File: src/hw/rtl/plob_pkg.sv
// ----------------------------------------------------------------------------
// plob_pkg
// Shared types, codes and sizes for the price-level order book
// ----------------------------------------------------------------------------
package plob_pkg;

    localparam int BOOK_DEPTH  = 1024;
    localparam int IDX_W       = $clog2(BOOK_DEPTH);
    localparam int CNT_W       = IDX_W + 1;
    localparam int PRICE_W     = 32;
    localparam int QTY_W       = 48;
    localparam int ID_W        = 48;
    localparam int LEVEL_IDX_W = 10;
    localparam int SIDE_CNT_W  = 11;

    typedef enum logic [1:0] {
        CMD_CLEAR    = 2'd0,
        CMD_SNAPSHOT = 2'd1,
        CMD_DIFF     = 2'd2,
        CMD_UNUSED   = 2'd3
    } plob_cmd_t;

    typedef enum logic [1:0] {
        ST_APPLIED = 2'd0,
        ST_STALE   = 2'd1,
        ST_GAP     = 2'd2,
        ST_FULL    = 2'd3
    } plob_status_t;

    typedef enum logic [1:0] {
        ACT_NONE     = 2'd0,
        ACT_INSERTED = 2'd1,
        ACT_REPLACED = 2'd2,
        ACT_DELETED  = 2'd3
    } plob_action_t;

    typedef enum logic [1:0] {
        K_CLEAR = 2'd0,
        K_PASS  = 2'd1,
        K_APPLY = 2'd2
    } plob_kind_t;

    typedef enum logic [2:0] {
        BK_IDLE   = 3'd0,
        BK_SCAN   = 3'd1,
        BK_DECIDE = 3'd2,
        BK_SHIFT  = 3'd3,
        BK_WNEW   = 3'd4
    } plob_bk_state_t;

    typedef struct packed {
        plob_kind_t          kind;
        plob_status_t        status;
        logic                is_bid;
        logic [PRICE_W-1:0]  price;
        logic [QTY_W-1:0]    quantity;
        logic [ID_W-1:0]     cur_id;
    } plob_item_t;

endpackage

File: src/hw/rtl/plob_queue.sv
// ----------------------------------------------------------------------------
// plob_queue
// Two-entry queue between the front and the back
// ----------------------------------------------------------------------------
module plob_queue (
    input  logic                 clk,
    input  logic                 rst_n,
    input  logic                 push,
    input  plob_pkg::plob_item_t push_item,
    input  logic                 pop,
    output plob_pkg::plob_item_t pop_item,
    output logic                 full,
    output logic                 empty
);
    import plob_pkg::*;

    plob_item_t  slot_reg [2];
    logic        wr_ptr_reg;
    logic        rd_ptr_reg;
    logic [1:0]  cnt_reg;

    assign full     = cnt_reg == 2'd2;
    assign empty    = cnt_reg == 2'd0;
    assign pop_item = slot_reg[rd_ptr_reg];

    always_ff @(posedge clk)
    begin
        if (push)
        begin
            slot_reg[wr_ptr_reg] <= push_item;
        end
    end

    always_ff @(posedge clk or negedge rst_n)
    begin
        if (!rst_n)
        begin
            wr_ptr_reg <= 1'b0;
            rd_ptr_reg <= 1'b0;
            cnt_reg    <= 2'd0;
        end
        else
        begin
            if (push)
            begin
                wr_ptr_reg <= ~wr_ptr_reg;
            end
            if (pop)
            begin
                rd_ptr_reg <= ~rd_ptr_reg;
            end
            if (push && !pop)
            begin
                cnt_reg <= cnt_reg + 2'd1;
            end
            else if (pop && !push)
            begin
                cnt_reg <= cnt_reg - 2'd1;
            end
        end
    end

endmodule

File: config.mk
export PLATFORM = sky130hd
export DESIGN_NAME = plob_queue
export DESIGN_NICKNAME = d
export VERILOG_FILES = /design/src/hw/rtl/plob_pkg.sv /design/src/hw/rtl/plob_queue.sv
export SDC_FILE = /design/constraint.sdc
export NUM_CORES = 1
export LEC_CHECK = 0
export ABC_AREA = 1
export BUFFER_PORTS_ARGS = -buffer_cell sky130_fd_sc_hd__buf_4
export CORE_ASPECT_RATIO = 1.2
export CORE_MARGIN = 10
export CORE_UTILIZATION = 51
export DETAILED_ROUTE_END_ITERATION = 12
export GPL_TIMING_DRIVEN = 0
export PLACE_DENSITY = 0.85
export SYNTH_ARGS = -nofsm -noshare
export SYNTH_HDL_FRONTEND = slang
export SYNTH_SLANG_ARGS = --single-unit
File: constraint.sdc
create_clock -name clk -period 9.3 [get_ports clk]
set_input_delay 0.93 -clock clk [delete_from_list [all_inputs] [get_ports clk]]
set_output_delay 0.93 -clock clk [all_outputs]
set_load 0.05 [all_outputs]
== Word-level counts from Yosys, hierarchy flattened ==
Memory sizes are Yosys's and may differ from the RTL's.
Index checks and enable logic that the tools add are counted.
W data, S select, Z words.

* Bits of input ports: 137
* Bits in registers: 4
* Memory bits (writable): 266
* Output and inout bits: 135
* Logic and storage cells: 19
* Memories: 1

* Bitwise gates (word level): 2
* Reductions and logical operators: 6
* Eq/ne operators: 1
* Muxes and demuxes: 4
* $add $sub $neg: 2

{| class="wikitable"
|+ Memory list
! name !! depth !! bits a word !! rd ports !! clocked after Yosys merged registers in !! wr ports !! RTL line !! source
|-
| slot_reg || 2 || 133 || 1 || 0 || 1 || plob_queue.sv:17 || <nowiki>plob_item_t slot_reg [2];</nowiki>
|}

{| class="wikitable"
|+ Operators with widths
! kind !! count
|-
| $mux W2 || 2
|-
| $add A2 B1 Y2 const B || 1
|-
| $eq A2 B2 Y1 const B || 1
|-
| $logic_and A1 B1 Y1 || 2
|-
| $logic_not A1 Y1 || 2
|-
| $logic_not A2 Y1 || 1
|-
| $mux W1 || 2
|-
| $not A1 Y1 || 2
|-
| $reduce_bool A2 Y1 || 1
|-
| $sub A2 B1 Y2 const B || 1
|}

== Longest topological paths before layout ==
* Depth in word-level cells: 4
* Mapped depth: 7
* Depth with buffers taken out: 7

== Least setup slack after synthesis ==
Ideal clock, no wire load.

* Path type: input-to-reg
* From: in push
* To: mem slot_reg[0][0] (netlist name), enable pin
* Stages: 2
* Path buffers: 0
* Path slack: 2.137 ns
* Required time: 8.669 ns
* Data arrival time: 6.532 ns
* Setup time: 0.631 ns
* Cells stage by stage: inv_1 > nor2_1

* Cells in the longest elaborated chain, start to end: 2

{| class="wikitable"
|+ Ends and longest elaborated chain
! element !! RTL line !! source
|-
| from (decl) || plob_queue.sv:8 || <nowiki>input logic push,</nowiki>
|-
| $mux W1 || plob_queue.sv:28 || <nowiki>if (push)</nowiki>
|-
| $mux W1 (implied by the code) || plob_queue.sv:30 || <nowiki>slot_reg[wr_ptr_reg] <= push_item;</nowiki>
|-
| to (decl) || plob_queue.sv:17 ||
|}

Every way passes these cells.

==> results.sh <==
export IMPL_hpwl_um=15600
export IMPL_r2r_slack_ns=7.43
export IMPL_startpoint_type="flip-flop"
export IMPL_cts_tree="built"
export IMPL_synth_edf_count=266
export IMPL_run_status="completed"
export IMPL_period_share_pct=30.6
export IMPL_path_cells="buf_6 > buf_6 > buf_6 > mux2_4 > buf_4"
export IMPL_die_w_um=148
export IMPL_largest_reg_flops=266
export IMPL_finClkSkew_ns=0.0158
export IMPL_drtIter0Drc=193
export IMPL_grt_max_degree=77
export IMPL_num_antenna_cells=0
export IMPL_clk_latency_ns=0.52
export IMPL_synth_common_cells="edfxtp_1, mux2_2, mux2_4, buf_6"
export IMPL_layout_area_seq_um2=8090
export IMPL_synth_cells=439
export IMPL_grtUsageTotal_pct=16.0
export IMPL_portBuffers=271
export IMPL_syn_cell_area_um2=10000
export IMPL_cts_root_buffer="clkbuf_16"
export IMPL_power_leakage_nw=5.21
export IMPL_tns_ns=0
export IMPL_ys_warnings_count=0
export IMPL_fin_crit_ns=2.84
export IMPL_vdd_drop_max_mv=0.239
export IMPL_final_area_um2=13300
export IMPL_multi_input_area_um2=1810
export IMPL_max_freq_mhz=352
export IMPL_num_vias=5106
export IMPL_power_density_nw_per_um2=360
export IMPL_maxSlewViolCount=0
export IMPL_core_um2=19500
export IMPL_ys_ff_latch=270
export IMPL_clock_sinks=270
export IMPL_drv_cap=0
export IMPL_ys_flop_type="edfxtp_1"
export IMPL_cts_max_path_buffers=3
export IMPL_syn_nets=577
export IMPL_cp_required_ns=8.37
export IMPL_cts_buffers=26
export IMPL_async_reset_ff_share_pct=1.48
export IMPL_post_drt_wl_per_cell_um=21.0
export IMPL_ant_nets=0
export IMPL_cp_max_fo=10
export IMPL_cpMostUsedCell="buf_6"
export IMPL_crit_path_top_delay_cell="dfrtp_1"
export IMPL_place_gp_congestion=0.704
export IMPL_setup_viol=0
export IMPL_placed_cell_area_um2=12500
export IMPL_synth_top_cell_by_area="edfxtp_1"
export IMPL_grt_pass1_wl_um=32400
export IMPL_tightest_slew_ns=0.670
export IMPL_fillCellCount=1248
export IMPL_dr_pass1_iters=4
export IMPL_start_util_pct=51.6
export IMPL_routed_wl_um=21400
export IMPL_drive_gt1_share_pct=60.1
export IMPL_crit_path_end_kind="output pin"
export IMPL_postCtsHoldBufs=0
export IMPL_slew_headroom_pct=55.2
export IMPL_final_nets=881
export IMPL_drc_errors=0
export IMPL_post_cts_setup_buffers=0
export IMPL_slowest_delay_ns=0.34
export IMPL_io_pins=272
export IMPL_hold_violations=0
export IMPL_grt_pass1_vias=5642
export IMPL_netlist_area_leader_share_pct=79.5
export IMPL_yosysUniqueCellTypes=14
export IMPL_cts_clk_slew_worst_paths_ns=0.06
export IMPL_hp_class="input port to async pin"
export IMPL_postSynthAreaPerCell_um2=22.9
export IMPL_vias_per_cell=5.00
export IMPL_worst_setup_path_type="flip-flop to output pin"
export IMPL_ctsHtreeMaxLevel=1
export IMPL_syn_to_final_growth_pct=32.7
export IMPL_row_count=56
export IMPL_rsz0062_at_grt="no"
export IMPL_yosysMostFrequentCell="edfxtp_1"
export IMPL_post_cts_resized=0
export IMPL_ys_seq_area_share_pct=80.5
export IMPL_antenna_found_initial=0
export IMPL_dieArea_um2=25700
export IMPL_die_h_um=174
export IMPL_globalRouteOverflowTotal=0
export IMPL_arrival_ns=1.91
export IMPL_synthTopCellsByArea="edfxtp_1, mux2_4, mux2_2, dfrtp_1, buf_6"
routing by layer:
layer	track usage (%)	wire [um]	vias up
met5	0	0	-
met4	5.38	595	0
met3	5.09	1590	41
met2	28.5	11300	213
met1	17.4	7910	2511
li1	-	-	2341
path summary, 6_finish.rpt:
path / depth (start not counted) / endpoint / start
max: 5 / pop_item[72] / rd_ptr_reg
max reg2reg: 3 / slot_reg[0][89] / wr_ptr_reg
min: 1 / rd_ptr_reg / rst_n
max in group asynchronous: 1 / cnt_reg[0] / rst_n
min in group clk: 2 / cnt_reg[1] / cnt_reg[1]
min reg2reg: 2 / cnt_reg[1] / cnt_reg[1]
metrics by stage:
step	cells	utilization (%)	hold WS (ns)	setup slack [ns]	total power, mW
global route	1021	68.4	0.168	6.36	4.98
CTS	1021	68.4	0.161	6.40	4.86
global placement	971	63.7	0.476	-0.405	3.85
finish	1021	68.4	0.184	6.46	4.80
detailed placement	976	64.3	0.510	6.80	3.87
floorplan	439	-	0.463	2.14	3.27
critical path: cells and delay by family, from the launching register on:
kind | cells | cell delay (ns)
muxes | 1 | 0.32
buffers and inverters | 4 | 0.72
DFF | 1 | 0.34
logic make-up (layout without fill, tap and decap cells):
group | Yosys count | after routing | share of synthesized area, %
multiplexers | 133 | 133 | 17.2
buffers and inverters | 22 | 343 | 1.51
XOR/XNOR | 3 | 3 | 0.262
AND/OR/NAND/NOR | 10 | 10 | 0.411
flip-flops | 270 | 270 | 80.5
adder cells (fa/ha/maj) | 1 | 1 | 0.125
layout by cell type (no fill, tap or decap), drive strengths merged:
cell type and n:
xnor2 1, nor2 3, inv 7, clkinv 11, nand2 5, dfrtp 4
edfxtp 266, clkbuf 32, nand4 1, mux2 133, xor2 2, buf 291
nand3 1, ha 1, bufinv 2
where the power goes:
part           total (mW)  switching, mW  internal [mW]
sequential           1.67         0.0606           1.61
clock               0.975          0.409          0.566
combinational        2.15           1.40          0.751
total                4.80           1.87           2.93
cell type report:
class	count	area share, %
clock buffers	32	5.05
multi-input cells	147	13.6
clock inverters	13	0.901
repair buffers	276	16.1
plain buffers	15	0.939
inverters	7	0.235
flip-flops and latches	270	60.7
well taps	261	2.45
No activity file was read; power rests on OpenSTA's default activity.
