[src/hw/rtl/plob_pkg.sv]
// ----------------------------------------------------------------------------
// plob_pkg
// Shared types, codes and sizes for the price-level order book
// ----------------------------------------------------------------------------
package plob_pkg;

    localparam int BOOK_DEPTH  = 1024;
    localparam int IDX_W       = $clog2(BOOK_DEPTH);
    localparam int CNT_W       = IDX_W + 1;
    localparam int PRICE_W     = 32;
    localparam int QTY_W       = 48;
    localparam int ID_W        = 48;
    localparam int LEVEL_IDX_W = 10;
    localparam int SIDE_CNT_W  = 11;

    typedef enum logic [1:0] {
        CMD_CLEAR    = 2'd0,
        CMD_SNAPSHOT = 2'd1,
        CMD_DIFF     = 2'd2,
        CMD_UNUSED   = 2'd3
    } plob_cmd_t;

    typedef enum logic [1:0] {
        ST_APPLIED = 2'd0,
        ST_STALE   = 2'd1,
        ST_GAP     = 2'd2,
        ST_FULL    = 2'd3
    } plob_status_t;

    typedef enum logic [1:0] {
        ACT_NONE     = 2'd0,
        ACT_INSERTED = 2'd1,
        ACT_REPLACED = 2'd2,
        ACT_DELETED  = 2'd3
    } plob_action_t;

    typedef enum logic [1:0] {
        K_CLEAR = 2'd0,
        K_PASS  = 2'd1,
        K_APPLY = 2'd2
    } plob_kind_t;

    typedef enum logic [2:0] {
        BK_IDLE   = 3'd0,
        BK_SCAN   = 3'd1,
        BK_DECIDE = 3'd2,
        BK_SHIFT  = 3'd3,
        BK_WNEW   = 3'd4
    } plob_bk_state_t;

    typedef struct packed {
        plob_kind_t          kind;
        plob_status_t        status;
        logic                is_bid;
        logic [PRICE_W-1:0]  price;
        logic [QTY_W-1:0]    quantity;
        logic [ID_W-1:0]     cur_id;
    } plob_item_t;

endpackage

[src/hw/rtl/plob_front.sv]
// ----------------------------------------------------------------------------
// plob_front
// Takes transactions, runs the sequence checks and keeps the update id
// ----------------------------------------------------------------------------
module plob_front (
    input  logic                       clk,
    input  logic                       rst_n,
    input  logic                       start,
    input  logic                       q_full,
    input  logic [1:0]                 cmd,
    input  logic                       is_bid,
    input  logic [plob_pkg::PRICE_W-1:0] price,
    input  logic [plob_pkg::QTY_W-1:0] quantity,
    input  logic [plob_pkg::ID_W-1:0]  first_update_id,
    input  logic [plob_pkg::ID_W-1:0]  final_update_id,
    input  logic [plob_pkg::ID_W-1:0]  event_time_ms,
    input  logic                       end_of_message,
    output logic                       push,
    output plob_pkg::plob_item_t       item
);
    import plob_pkg::*;

    logic [ID_W-1:0] stored_id_reg;
    logic [ID_W-1:0] stored_id_next;
    logic [ID_W-1:0] event_time_reg;
    logic [ID_W-1:0] event_time_next;
    logic            stale;
    logic            gap;

    assign push  = start & ~q_full;
    assign stale = final_update_id < stored_id_reg;
    assign gap   = {1'b0, first_update_id} > ({1'b0, stored_id_reg} + (ID_W+1)'(1));

    always_comb
    begin
        stored_id_next  = stored_id_reg;
        event_time_next = event_time_reg;
        item.kind       = K_PASS;
        item.status     = ST_APPLIED;
        item.is_bid     = is_bid;
        item.price      = price;
        item.quantity   = quantity;
        unique case (plob_cmd_t'(cmd))
            CMD_CLEAR:
            begin
                item.kind      = K_CLEAR;
                stored_id_next = final_update_id;
            end
            CMD_SNAPSHOT:
            begin
                item.kind = K_APPLY;
            end
            CMD_DIFF:
            begin
                if (stale)
                begin
                    item.status = ST_STALE;
                end
                else if (gap)
                begin
                    item.status = ST_GAP;
                end
                else
                begin
                    item.kind = K_APPLY;
                    if (end_of_message)
                    begin
                        stored_id_next  = final_update_id;
                        event_time_next = event_time_ms;
                    end
                end
            end
            default:
            begin
                item.kind = K_PASS;
            end
        endcase
        item.cur_id = stored_id_next;
    end

    always_ff @(posedge clk or negedge rst_n)
    begin
        if (!rst_n)
        begin
            stored_id_reg  <= '0;
            event_time_reg <= '0;
        end
        else if (push)
        begin
            stored_id_reg  <= stored_id_next;
            event_time_reg <= event_time_next;
        end
    end

endmodule

[config.mk]
export PLATFORM = sky130hd
export DESIGN_NAME = plob_front
export DESIGN_NICKNAME = d
export VERILOG_FILES = /design/src/hw/rtl/plob_pkg.sv /design/src/hw/rtl/plob_front.sv
export SDC_FILE = /design/constraint.sdc
export NUM_CORES = 1
export LEC_CHECK = 0
export ABC_AREA = 1
export BUFFER_PORTS_ARGS = -buffer_cell sky130_fd_sc_hd__buf_2
export CAP_MARGIN = 10
export CORE_AREA = 2 2 142 144
export CTS_CLUSTER_SIZE = 16
export DETAILED_ROUTE_END_ITERATION = 8
export DIE_AREA = 0 0 144 146
export PLACE_DENSITY = 0.76
export SYNTH_ARGS = -nofsm -noshare
export SYNTH_HDL_FRONTEND = slang
export SYNTH_SLANG_ARGS = --single-unit
[constraint.sdc]
create_clock -name clk -period 6.3 [get_ports clk]
set_input_delay 1.89 -clock clk [delete_from_list [all_inputs] [get_ports clk]]
set_output_delay 1.89 -clock clk [all_outputs]
set_load 0.02 [all_outputs]
== Word-level counts from Yosys, hierarchy flattened ==
Index checks and enable logic that the tools add are counted.

* Equal/unequal tests: 2
* Muxes and demuxes: 10
* Bitwise gates (word level): 2
* $add $sub $neg: 1
* $lt $le $gt $ge: 2
* Reduce and logical (&&, ||, !) cells: 1

{| class="wikitable"
|+ Operator list
! cell !! count
|-
| $mux W48 || 3
|-
| $pmux W48 S2 || 1
|-
| $add A48 B1 Y49 const B || 1
|-
| $gt A48 B49 Y1 || 1
|-
| $lt A48 B48 Y1 || 1
|-
| $mux W2 || 5
|-
| $pmux W2 S3 || 1
|-
| $eq A2 B1 Y1 const B || 1
|-
| $eq A2 B2 Y1 const B || 1
|-
| $logic_not A2 Y1 || 1
|-
| $and A1 B1 Y1 || 1
|-
| $not A1 Y1 || 1
|}

* Input bits: 232
* Register bits after elaboration: 48
* Output and inout bits: 134

== Depth between registers and ports, before layout ==
Gate-level depths: netlist of the first run.

* Depth after elaboration: 5
* Depth in mapped cells: 32
* Depth with buffers taken out: 31

== Worst setup path after synthesis of the first run ==
No wires, ideal clock.

* Path kind: input to output
* Start: input final_update_id[47] in the netlist's numbering
* End: output item[12] in the netlist's numbering
* Path buffers: 1
* Stages: 10
* Path slack: 0.592 ns
* Arrival: 3.818 ns
* Path through: ha_1 -> nand4_1 -> nor2_1 -> nand3_1 -> nor4_1 -> nand2_1 -> a21oi_1 -> clkbuf_1 -> nand3_1 -> a31oi_1

{| class="wikitable"
|+ RTL lines
! element !! RTL line !! RTL
|-
| start: declaration || plob_front.sv:15 || <nowiki>input logic [plob_pkg::ID_W-1:0] final_update_id,</nowiki>
|-
| end: declaration || plob_front.sv:19 || <nowiki>output plob_pkg::plob_item_t item</nowiki>
|}

==> metrics.cfg, run 1 <==
[global_routing]
grt_pass1_vias=8736
grt_pass1_wl_um=43600
grt_antenna_before_repair=2
grt_use_total_pct=26.0
grt_max_degree=52
grt_overflow=0

[sta]
finClkSkew_ps=8.43
worstMarginPinSlew_ps=945
fmax_ghz=0.156
rsz0062_at_grt=yes
slew_violations=0
slew-limit-headroom_pct=37.0
min_period_ps=6410
timing.final.crit_share_pct=102
finalHoldViolCount=0
final.setup.worst_slack_ps=-114
setup_viol=43

[clocking]
cts_tree=yes
cts_htree_levels=2
clk_pin_slew_ps=70
numCtsBuffers=5
cts-root-buf=clkbuf_16
clk_latency_ps=310
hold_buffers=0
clock_sink_count=48
ctsLongestPathBuffers=2

[worst_setup_path]
criticalPathCategory=reg -> out
cp_max_fo=12
cp-end-kind=output pin
crit_arrival_ps=4520
critPathLaunchType=flop
regToRegSetupSlack_ps=1880
required_ps=4410
cp_slowest_cell=dfrtp_1
slowest_delay_ps=390
path_common_cell=nand3_2
reg2reg_to=stored_id_reg[38]$_DFFE_PN0P_
reg2reg_depth=33
r2r_start=stored_id_reg[0]$_DFFE_PN0P_

[logic_synthesis]
syn_area_per_cell_sq_um=6.10
synth_edf_count=0
synth.most_common_cell=nand2_1
synth-main-ff-cell=dfrtp_1
synth_top_area_share_pct=21.0
syn_nets=1610
yosys.area.top_type=nand2_1
synth-seq-cells=48
synth_cells=1282
synthTopCellsByArea=nand2_1 (21%), dfrtp_1 (15%), ha_1 (15%)
netlist_top_cells_count=nand2_1 (437), inv_1 (115), nand3_1 (107), ha_1 (96), buf_4 (82)
yosysWarningCount=0
yosysUniqueCellTypes=34
ys_seq_area_share_pct=15.4
synthArstFlopShare_pct=100
synth_area_sq_mm=0.00782

[route]
drt-met1-wl_um=11300
vias=9301
wl_met3_um=3100
avgViaCountPerCell=5.49
final_antenna_net_count=0
routed.top_layer=met5
avgRoutedWirePerCell_um=17.2
dr.pass1.iters=5
drtIter0Drc=988
drt_wl_total_um=29200
wl_met2_um=13100
drc_errors=0

[place]
routabilityCongestion=0.923
hpwl_um=20800
io_buffers=155
placed_cells=1651

[finish]
largest_reg_flops=48
fin_util_pct=52.6
fin_cells=1695
nets=1756
layout-drive-gt1-share_pct=27.2
areaGrowthSynthToFinish_pct=30.0

[hold_path]
min_delay_path_depth=2
hold_start=stored_id_reg[46]$_DFFE_PN0P_
whs_endpoint=stored_id_reg[46]$_DFFE_PN0P_
min_path_type=reg -> reg

[floorplanning]
die_x_um=144
chipHeight_um=146
ios=366
core.rowCount=51
initial_core_util_pct=40.5
dieArea_sq_mm=0.0210
coreArea_sq_mm=0.0193

[power_and_ir_drop]
ir_worst_vdd_mv=0.141
p_total_uw=2100
leakage_uw=0.00521
p_per_area_mw_per_mm2=206

[status]
violations=negative setup slack
status=finished, violations left

[run]
cap_violations=0

## metrics by stage
step	TNS, ps	hold WS, ps	instance area, sq um	setup slack, ps
after global placement	0	513	8780	61.7
after global routing	-11480	575	10200	-303
after floorplan	0	493	7820	592
final	-1550	560	10200	-114
after CTS	-1860	547	9350	-69.3
after detailed placement	0	527	8780	29.4
## placed cells by master (no fill, tap or decap), types with 3 or more instances in the layout
| cell | n |
|---|---|
| nand2_1 | 395 |
| nand4_1 | 28 |
| a21oi_1 | 59 |
| nor2_2 | 7 |
| inv_1 | 114 |
| buf_6 | 31 |
| nand3_2 | 23 |
| nor2_4 | 6 |
| buf_12 | 6 |
| o21ai_0 | 47 |
| nor4_1 | 7 |
| ha_1 | 95 |
| nand2_2 | 22 |
| nand3_1 | 84 |
| a31oi_4 | 3 |
| a31oi_2 | 6 |
| nor3_1 | 12 |
| a31oi_1 | 6 |
| nor2_1 | 68 |
| xor2_1 | 41 |
| buf_2 | 106 |
| nand2_8 | 5 |
| nand2_4 | 21 |
| dfrtp_1 | 48 |
| a21o_1 | 4 |
| nor3_2 | 3 |
| nand3b_1 | 15 |
| buf_4 | 121 |
| clkbuf_16 | 8 |
| a22oi_1 | 9 |
## cells by family after synthesis
logic type / after synthesis / share of synthesized area (%)
AO/OA/AOI/OAI: 142 / 9.87
XOR/XNOR: 43 / 4.81
adder cells (fa/ha/maj): 96 / 15.4
AND/OR/NAND/NOR: 704 / 38.4
buffers and inverters: 249 / 16.2
flip-flops: 48 / 15.4
## worst max path at each step
stage / from / end
after floorplan: final_update_id[47] / item[12]
after global placement: first_update_id[46] / item[43]
after detailed placement: first_update_id[16] / item[45]
after CTS: stored_id_reg[1]$_DFFE_PN0P_ / item[29]
after global routing: stored_id_reg[0]$_DFFE_PN0P_ / item[43]
final: stored_id_reg[0]$_DFFE_PN0P_ / item[43]
## area by class of cell
type	count	area [sq um]
clock buffers	7	153
diodes	1	2.50
inverters	118	443
flip-flops and latches	48	1200
well taps	265	332
fillers	1881	9160
repair buffers	269	2010
multi-input cells	986	6000
clock inverters	1	30.0
## metal layers
metal	vias up	track usage, %
met5	-	0
met4	2	14.2
met3	112	5.89
met2	552	40.8
met1	4232	33.0
li1	4403	-
## repair_timing
| action | in CTS | in global routing |
|---|---|---|
| setup endpoints to repair | 50 | 51 |
| pin swaps | 22 | 39 |
| gates cloned | 0 | 6 |
| setup buffers | 12 | 18 |
| gates resized for setup | 83 | 140 |
| endpoints found under the hold margin | 0 | 0 |
## power breakdown
part	internal [uW]	total, uW	switching (uW)
Combinational	536	1300	760
Clock	210	353	142
Sequential	363	448	85.4
## worst max-delay path: cells and delay by family (launching register included)
kind | cells | cell delay [ps]
AND/OR/NAND/NOR | 18 | 2120
adder cells (fa/ha/maj) | 2 | 500
XOR/XNOR | 1 | 140
AO/OA/AOI/OAI | 1 | 240
buffers and inverters | 6 | 840
flip-flops | 1 | 390
No activity file was read; power rests on OpenSTA's default activity.
==> run 2, diff against run 1 <==
--- a/config.mk
+++ b/config.mk
@@ -13,6 +13,7 @@
 export DETAILED_ROUTE_END_ITERATION = 8
 export DIE_AREA = 0 0 144 146
 export PLACE_DENSITY = 0.76
+export SETUP_SLACK_MARGIN = 0.05
 export SYNTH_ARGS = -nofsm -noshare
 export SYNTH_HDL_FRONTEND = slang
 export SYNTH_SLANG_ARGS = --single-unit
==> metrics.cfg, run 2 (synthesized netlist as in run 1, its figures left out) <==
[status]
status=finished, violations left
violations=negative setup slack

[finish]
largest_reg_flops=48  ; unchanged
nets=1754  ; -0.11%
final_cell_mix=nand2_1 (386), inv_1 (113), buf_4 (106)
nFillCells=1876  ; -0.27%
areaGrowthSynthToFinish_pct=30.8
fin_area_sq_mm=0.0102  ; +0.59%
layout-drive-gt1-share_pct=28.1  ; +0.95 points
final_common_cell=nand2_1

[place]
pre_cts_slack_ps=29.4  ; unchanged
routabilityCongestion=0.923  ; unchanged
io_buffers=155  ; unchanged
placed_cell_area_sq_mm=0.00878  ; unchanged
hpwl_um=20800  ; unchanged

[clocking]
numCtsBuffers=5  ; unchanged
clk_latency_ps=310  ; about the same
cts_htree_levels=2  ; unchanged
cts-root-buf=clkbuf_16
clock_sink_count=48  ; unchanged
cts_tree=yes
clk_pin_slew_ps=70  ; about the same
ctsLongestPathBuffers=2  ; unchanged

[power_and_ir_drop]
netSwitchingFraction_pct=47.0  ; -0.18 points
ir_worst_vdd_mv=0.134  ; -5.1%
p_sw_uw=995  ; +0.69%
clkPwrFrac_pct=16.7  ; about the same
p_per_area_mw_per_mm2=207  ; +0.48%
combPwrFrac_pct=62.1  ; +0.3 points
internal_power_uw=1120  ; +1.4%
leakage_uw=0.00518  ; -0.62%
power.share.sequential_pct=21.2  ; -0.2 points

[hold_path]
min_delay_path_depth=2  ; unchanged
whs_endpoint=stored_id_reg[46]$_DFFE_PN0P_
hold_start=stored_id_reg[46]$_DFFE_PN0P_
min_path_type=reg -> reg

[floorplanning]
dieArea_sq_mm=0.0210  ; unchanged
ios=366  ; unchanged
chipHeight_um=146  ; unchanged
core.rowCount=51  ; unchanged
die_x_um=144  ; unchanged
coreArea_sq_mm=0.0193  ; unchanged
initial_core_util_pct=40.5  ; unchanged

[worst_setup_path]
required_ps=4410  ; about the same
regToRegSetupSlack_ps=1730  ; -150 ps
r2r_start=stored_id_reg[4]$_DFFE_PN0P_
reg2reg_to=stored_id_reg[38]$_DFFE_PN0P_
path_common_cell=nand2_1
slowest_delay_ps=440  ; +50 ps
critPathLaunchType=flop
cp_slowest_cell=dfrtp_1
cp_max_fo=6  ; -6
crit_start=stored_id_reg[4]$_DFFE_PN0P_
crit_arrival_ps=4520  ; about the same
criticalPathCategory=reg -> out
reg2reg_depth=31  ; -6.1%
cp-end-kind=output pin

[sta]
slew-limit-headroom_pct=35.3  ; -1.7 points
worstMarginPinSlew_ps=971  ; +25.7 ps
finClkSkew_ps=10.6  ; +2.13 ps
setup_viol=47  ; +9.3%
finalHoldViolCount=0  ; unchanged
slew_violations=0  ; unchanged
final.setup.worst_slack_ps=-114  ; +0.399 ps
min_period_ps=6410  ; -0.399 ps
timing.final.crit_share_pct=102  ; about the same
rsz0062_at_grt=yes
fmax_ghz=0.156  ; about the same

[global_routing]
grt_overflow=0  ; unchanged
grt_pass1_vias=8753  ; +0.19%
grt_use_total_pct=26.1  ; +0.075 points
grt_max_degree=52  ; unchanged
grt_antenna_before_repair=2  ; unchanged
grt_pass1_wl_um=43700  ; +0.25%

[route]
drc_errors=0  ; unchanged
final_antenna_net_count=0  ; unchanged
drtIter0Drc=965  ; -2.3%
avgViaCountPerCell=5.50  ; +0.20%
avgRoutedWirePerCell_um=17.1  ; -0.39%
vias=9309  ; +0.086%
drt_wl_total_um=29000  ; -0.51%
dr.pass1.iters=6  ; +1

[run]
cap_violations=0  ; unchanged

run 2: power groups by stage:
stage | clock (uW) | sequential, uW | combinational, uW
2_1_floorplan | 0 | 426 | 738
3_3_place_gp | 0 | 442 | 1020
3_5_place_dp | 0 | 443 | 1040
4_1_cts | 356 | 438 | 1120
5_1_grt | 367 | 456 | 1440
6_report | 353 | 450 | 1320
run 2: repair_timing:
item | in CTS | in global routing
hold buffers | 0 | 0
setup buffers | 12 | 16
cloned | 0 | 5
pin swaps | 22 | 46
gates resized for setup | 95 | 152
setup endpoints to repair | 50 | 51
run 2: critical path, delay by kind of cell (launching register included):
kind	cells	cell delay [ps]
compound gates	1	250
flops	1	440
simple gates	18	2440
fa+ha+maj	1	200
xor+xnor	1	220
buf+inv	4	650
run 2: area by class of cell:
class	instances	area (sq um)	share of cell area [%]
multi-input cells	986	6020	58.8
repair buffers	267	2050	20.1
flip-flops and latches	48	1200	11.7
inverters	118	443	4.33
well taps	265	332	3.24
clock buffers	7	153	1.49
clock inverters	1	30.0	0.293
diodes	1	2.50	0.0245
run 2: per-layer routing:
layer  track usage [%]  routed length [um]  vias to the layer above  share of wire [%]
met5                 0                  15                        -              0.052
met4              14.4                1760                        2                6.1
met3              5.59                2780                      120                9.6
met2              41.0               13000                      520                 45
met1              33.2               11400                     4267                 39
li1                  -                   -                     4400                  -
run 2: stage by stage:
| step | TNS (ps) | total power, uW | hold slack (ps) | util [%] | cells |
|---|---|---|---|---|---|
| 6_report | -2750 | 2120 | 558 | 52.9 | 1693 |
| 5_1_grt | -15020 | 2260 | 577 | 52.9 | 1693 |
| 4_1_cts | -2040 | 1910 | 547 | 48.6 | 1671 |
| 3_5_place_dp | 0 | 1490 | 527 | 45.4 | 1651 |
| 3_3_place_gp | 0 | 1460 | 513 | 45.4 | 1651 |
| 2_1_floorplan | 0 | 1160 | 493 | - | 1282 |
run 2: worst max-delay path by stage:
stage | endpoint | cells past startpoint
floorplan | item[12] | 10
global placement | item[43] | 13
detailed placement | item[45] | 14
CTS | item[27] | 26
global route | item[1] | 28
finish | item[29] | 25
==> run 3, diff against run 2 <==
==> constraint.sdc (replaced) <==
create_clock -name clk -period 7.1 [get_ports clk]
set_input_delay 2.13 -clock clk [delete_from_list [all_inputs] [get_ports clk]]
set_output_delay 2.13 -clock clk [all_outputs]
set_load 0.02 [all_outputs]
==> metrics.cfg, run 3 (synthesized netlist as in run 1, its figures left out) <==
[route]
drt_wl_total_um=26900  ; -7.5%
dr.pass1.iters=6  ; unchanged
drtIter0Drc=790  ; -18%
drc_errors=0  ; unchanged
final_antenna_net_count=0  ; unchanged
avgViaCountPerCell=5.36  ; -2.5%
vias=8730  ; -6.2%
avgRoutedWirePerCell_um=16.5  ; -3.8%

[power_and_ir_drop]
p_total_uw=1580  ; -26%
leakage_uw=0.00461  ; -11%
p_per_area_mw_per_mm2=179  ; -13%
ir_worst_vdd_mv=0.135  ; +0.68%

[sta]
finClkSkew_ps=6.33  ; -4.22 ps
slew-limit-headroom_pct=50.8  ; +16 points
setup_tns_ps=0  ; +2750 ps
setup_viol=0  ; -100%
timing.final.crit_share_pct=96.2
slew_violations=0  ; unchanged
finalHoldViolCount=0  ; unchanged
final.setup.worst_slack_ps=267  ; +381 ps
rsz0062_at_grt=yes
worstMarginPinSlew_ps=739  ; -233 ps
min_period_ps=6830
fmax_ghz=0.146

[clocking]
cts_htree_levels=2  ; unchanged
ctsLongestPathBuffers=2  ; unchanged
clk_pin_slew_ps=80  ; about the same
cts-root-buf=clkbuf_16
clock_sink_count=48  ; unchanged
cts_tree=yes
numCtsBuffers=5  ; unchanged
hold_buffers=0  ; unchanged
clk_latency_ps=310  ; about the same

[finish]
areaGrowthSynthToFinish_pct=12.4
largest_reg_flops=48  ; unchanged
layout-drive-gt1-share_pct=18.0  ; -10 points
nets=1690  ; -3.6%
final_common_cell=nand2_1
final_cell_mix=nand2_1 (435), buf_2 (152), inv_1 (115)
fin_util_pct=45.5  ; -7.4 points
antenna_cells=0  ; -1

[worst_setup_path]
cp_slowest_cell=dfrtp_2
crit_arrival_ps=4700  ; +180 ps
crit_start=stored_id_reg[0]$_DFFE_PN0P_
slowest_delay_ps=440  ; about the same
critPathTopFamily=simple AND/OR/NAND/NOR gates
cp-end-kind=output pin
reg2reg_to=stored_id_reg[30]$_DFFE_PN0P_
critPathLaunchType=flop
path_buf_inv=3  ; -1
reg2reg_depth=27  ; -13%
regToRegSetupSlack_ps=2620  ; +890 ps
endpoint=item[43]
criticalPathCategory=reg -> out
worstPathCellList=ha_4 > nand2_2 > nor2_4 > nand2_2 > nor2_4 > nand2_2 > nor2_4 > nand3_2 > nor3_4 > nand4_1 > nor2_2 > xor2_1 > ha_1 > nand2_1 > nor2_2 > nand4_1 > nor4_2 > buf_4 > nand4_1 > nand2_4 > buf_6 > nand3_1 > a31oi_2 > buf_2
crit_cells=24  ; -4.0%
required_ps=4970  ; +560 ps
cp_max_fo=10  ; +4
r2r_start=stored_id_reg[0]$_DFFE_PN0P_

[place]
routabilityCongestion=0.933  ; +1.1%
hpwl_um=20500  ; -1.5%
pre_cts_slack_ps=311  ; +282 ps
io_buffers=155  ; unchanged

[global_routing]
grt_overflow=0  ; unchanged
grt_max_degree=81  ; +56%
grt_pass1_vias=8068  ; -7.8%
grt_use_total_pct=24.9  ; -1.2 points
grt_pass1_wl_um=41400  ; -5.3%
grt_antenna_before_repair=0  ; -2

[status]
status=completed

[floorplanning]
ios=366  ; unchanged
chipHeight_um=146  ; unchanged
initial_core_util_pct=40.5  ; unchanged
dieArea_sq_mm=0.0210  ; unchanged
coreArea_sq_mm=0.0193  ; unchanged
die_x_um=144  ; unchanged
core.rowCount=51  ; unchanged

[run]
cap_violations=0  ; unchanged

[hold_path]
min_path_type=reg -> reg
hold_start=stored_id_reg[31]$_DFFE_PN0P_

-- run 3: cell type report --
cell class	count	area, sq um
fill	2027	10500
multi-input combinational	985	5480
sequential	48	1200
timing repair buffer	204	1190
inverter	118	443
tap	265	332
clock buffer	6	139
clock inverter	2	10.0
-- run 3: repair_timing --
item,CTS,global route
setup buffers,0,4
pin swaps,0,7
gates resized for setup,4,24
endpoints found under the setup margin,23,50
-- run 3: metrics by stage --
stage	std cells	area (sq um)	hold WS, ps
after CTS	1624	8670	541
after floorplan	1282	7820	493
final	1628	8790	542
after global placement	1616	8490	516
after global routing	1628	8790	570
after detailed placement	1616	8490	521
-- run 3: worst min path at each step --
stage / endpoint / slack [ps] / depth (start not counted)
final: stored_id_reg[31]$_DFFE_PN0P_ / 540 / 2
after global routing: stored_id_reg[28]$_DFFE_PN0P_ / 570 / 2
after CTS: stored_id_reg[31]$_DFFE_PN0P_ / 540 / 2
after detailed placement: stored_id_reg[31]$_DFFE_PN0P_ / 520 / 2
after global placement: stored_id_reg[28]$_DFFE_PN0P_ / 520 / 2
after floorplan: stored_id_reg[46]$_DFFE_PN0P_ / 490 / 2
-- run 3: power breakdown --
part | leakage, uW | switching [uW] | internal [uW]
combinational | 0.00392 | 573 | 331
clock | 0.0000766 | 125 | 140
sequential | 0.000611 | 84.6 | 323
total | 0.00461 | 783 | 793
-- run 3: worst reg2reg max path, stage by stage (launching register included) --
cell and delay [ps]:
dfrtp_2 440, ha_4 160, nand2_2 70, nor2_4 100, nand2_2 130, nor2_4 150
nand2_2 90, nor2_4 160, nand3_2 120, nor3_4 270, nand4_1 190, nor2_2 130
xor2_1 80, ha_1 300, nand2_1 90, nor2_2 120, nand4_1 230, nor4_2 290
buf_4 180, nand4_1 140, nand2_4 160, nand2_2 80, buf_6 190, nand3_1 90
nand2_1 130, buf_4 160, nand2_1 40, nand2_1 70
-- run 3: metal layers --
metal	share of wire [%]	GRT usage, %	routed length [um]	vias up
met5	0	0	0	-
met4	3.8	9.71	1030	0
met3	9.7	4.11	2600	62
met2	46	40.2	12400	458
met1	40	32.9	10800	3943
li1	-	-	-	4267
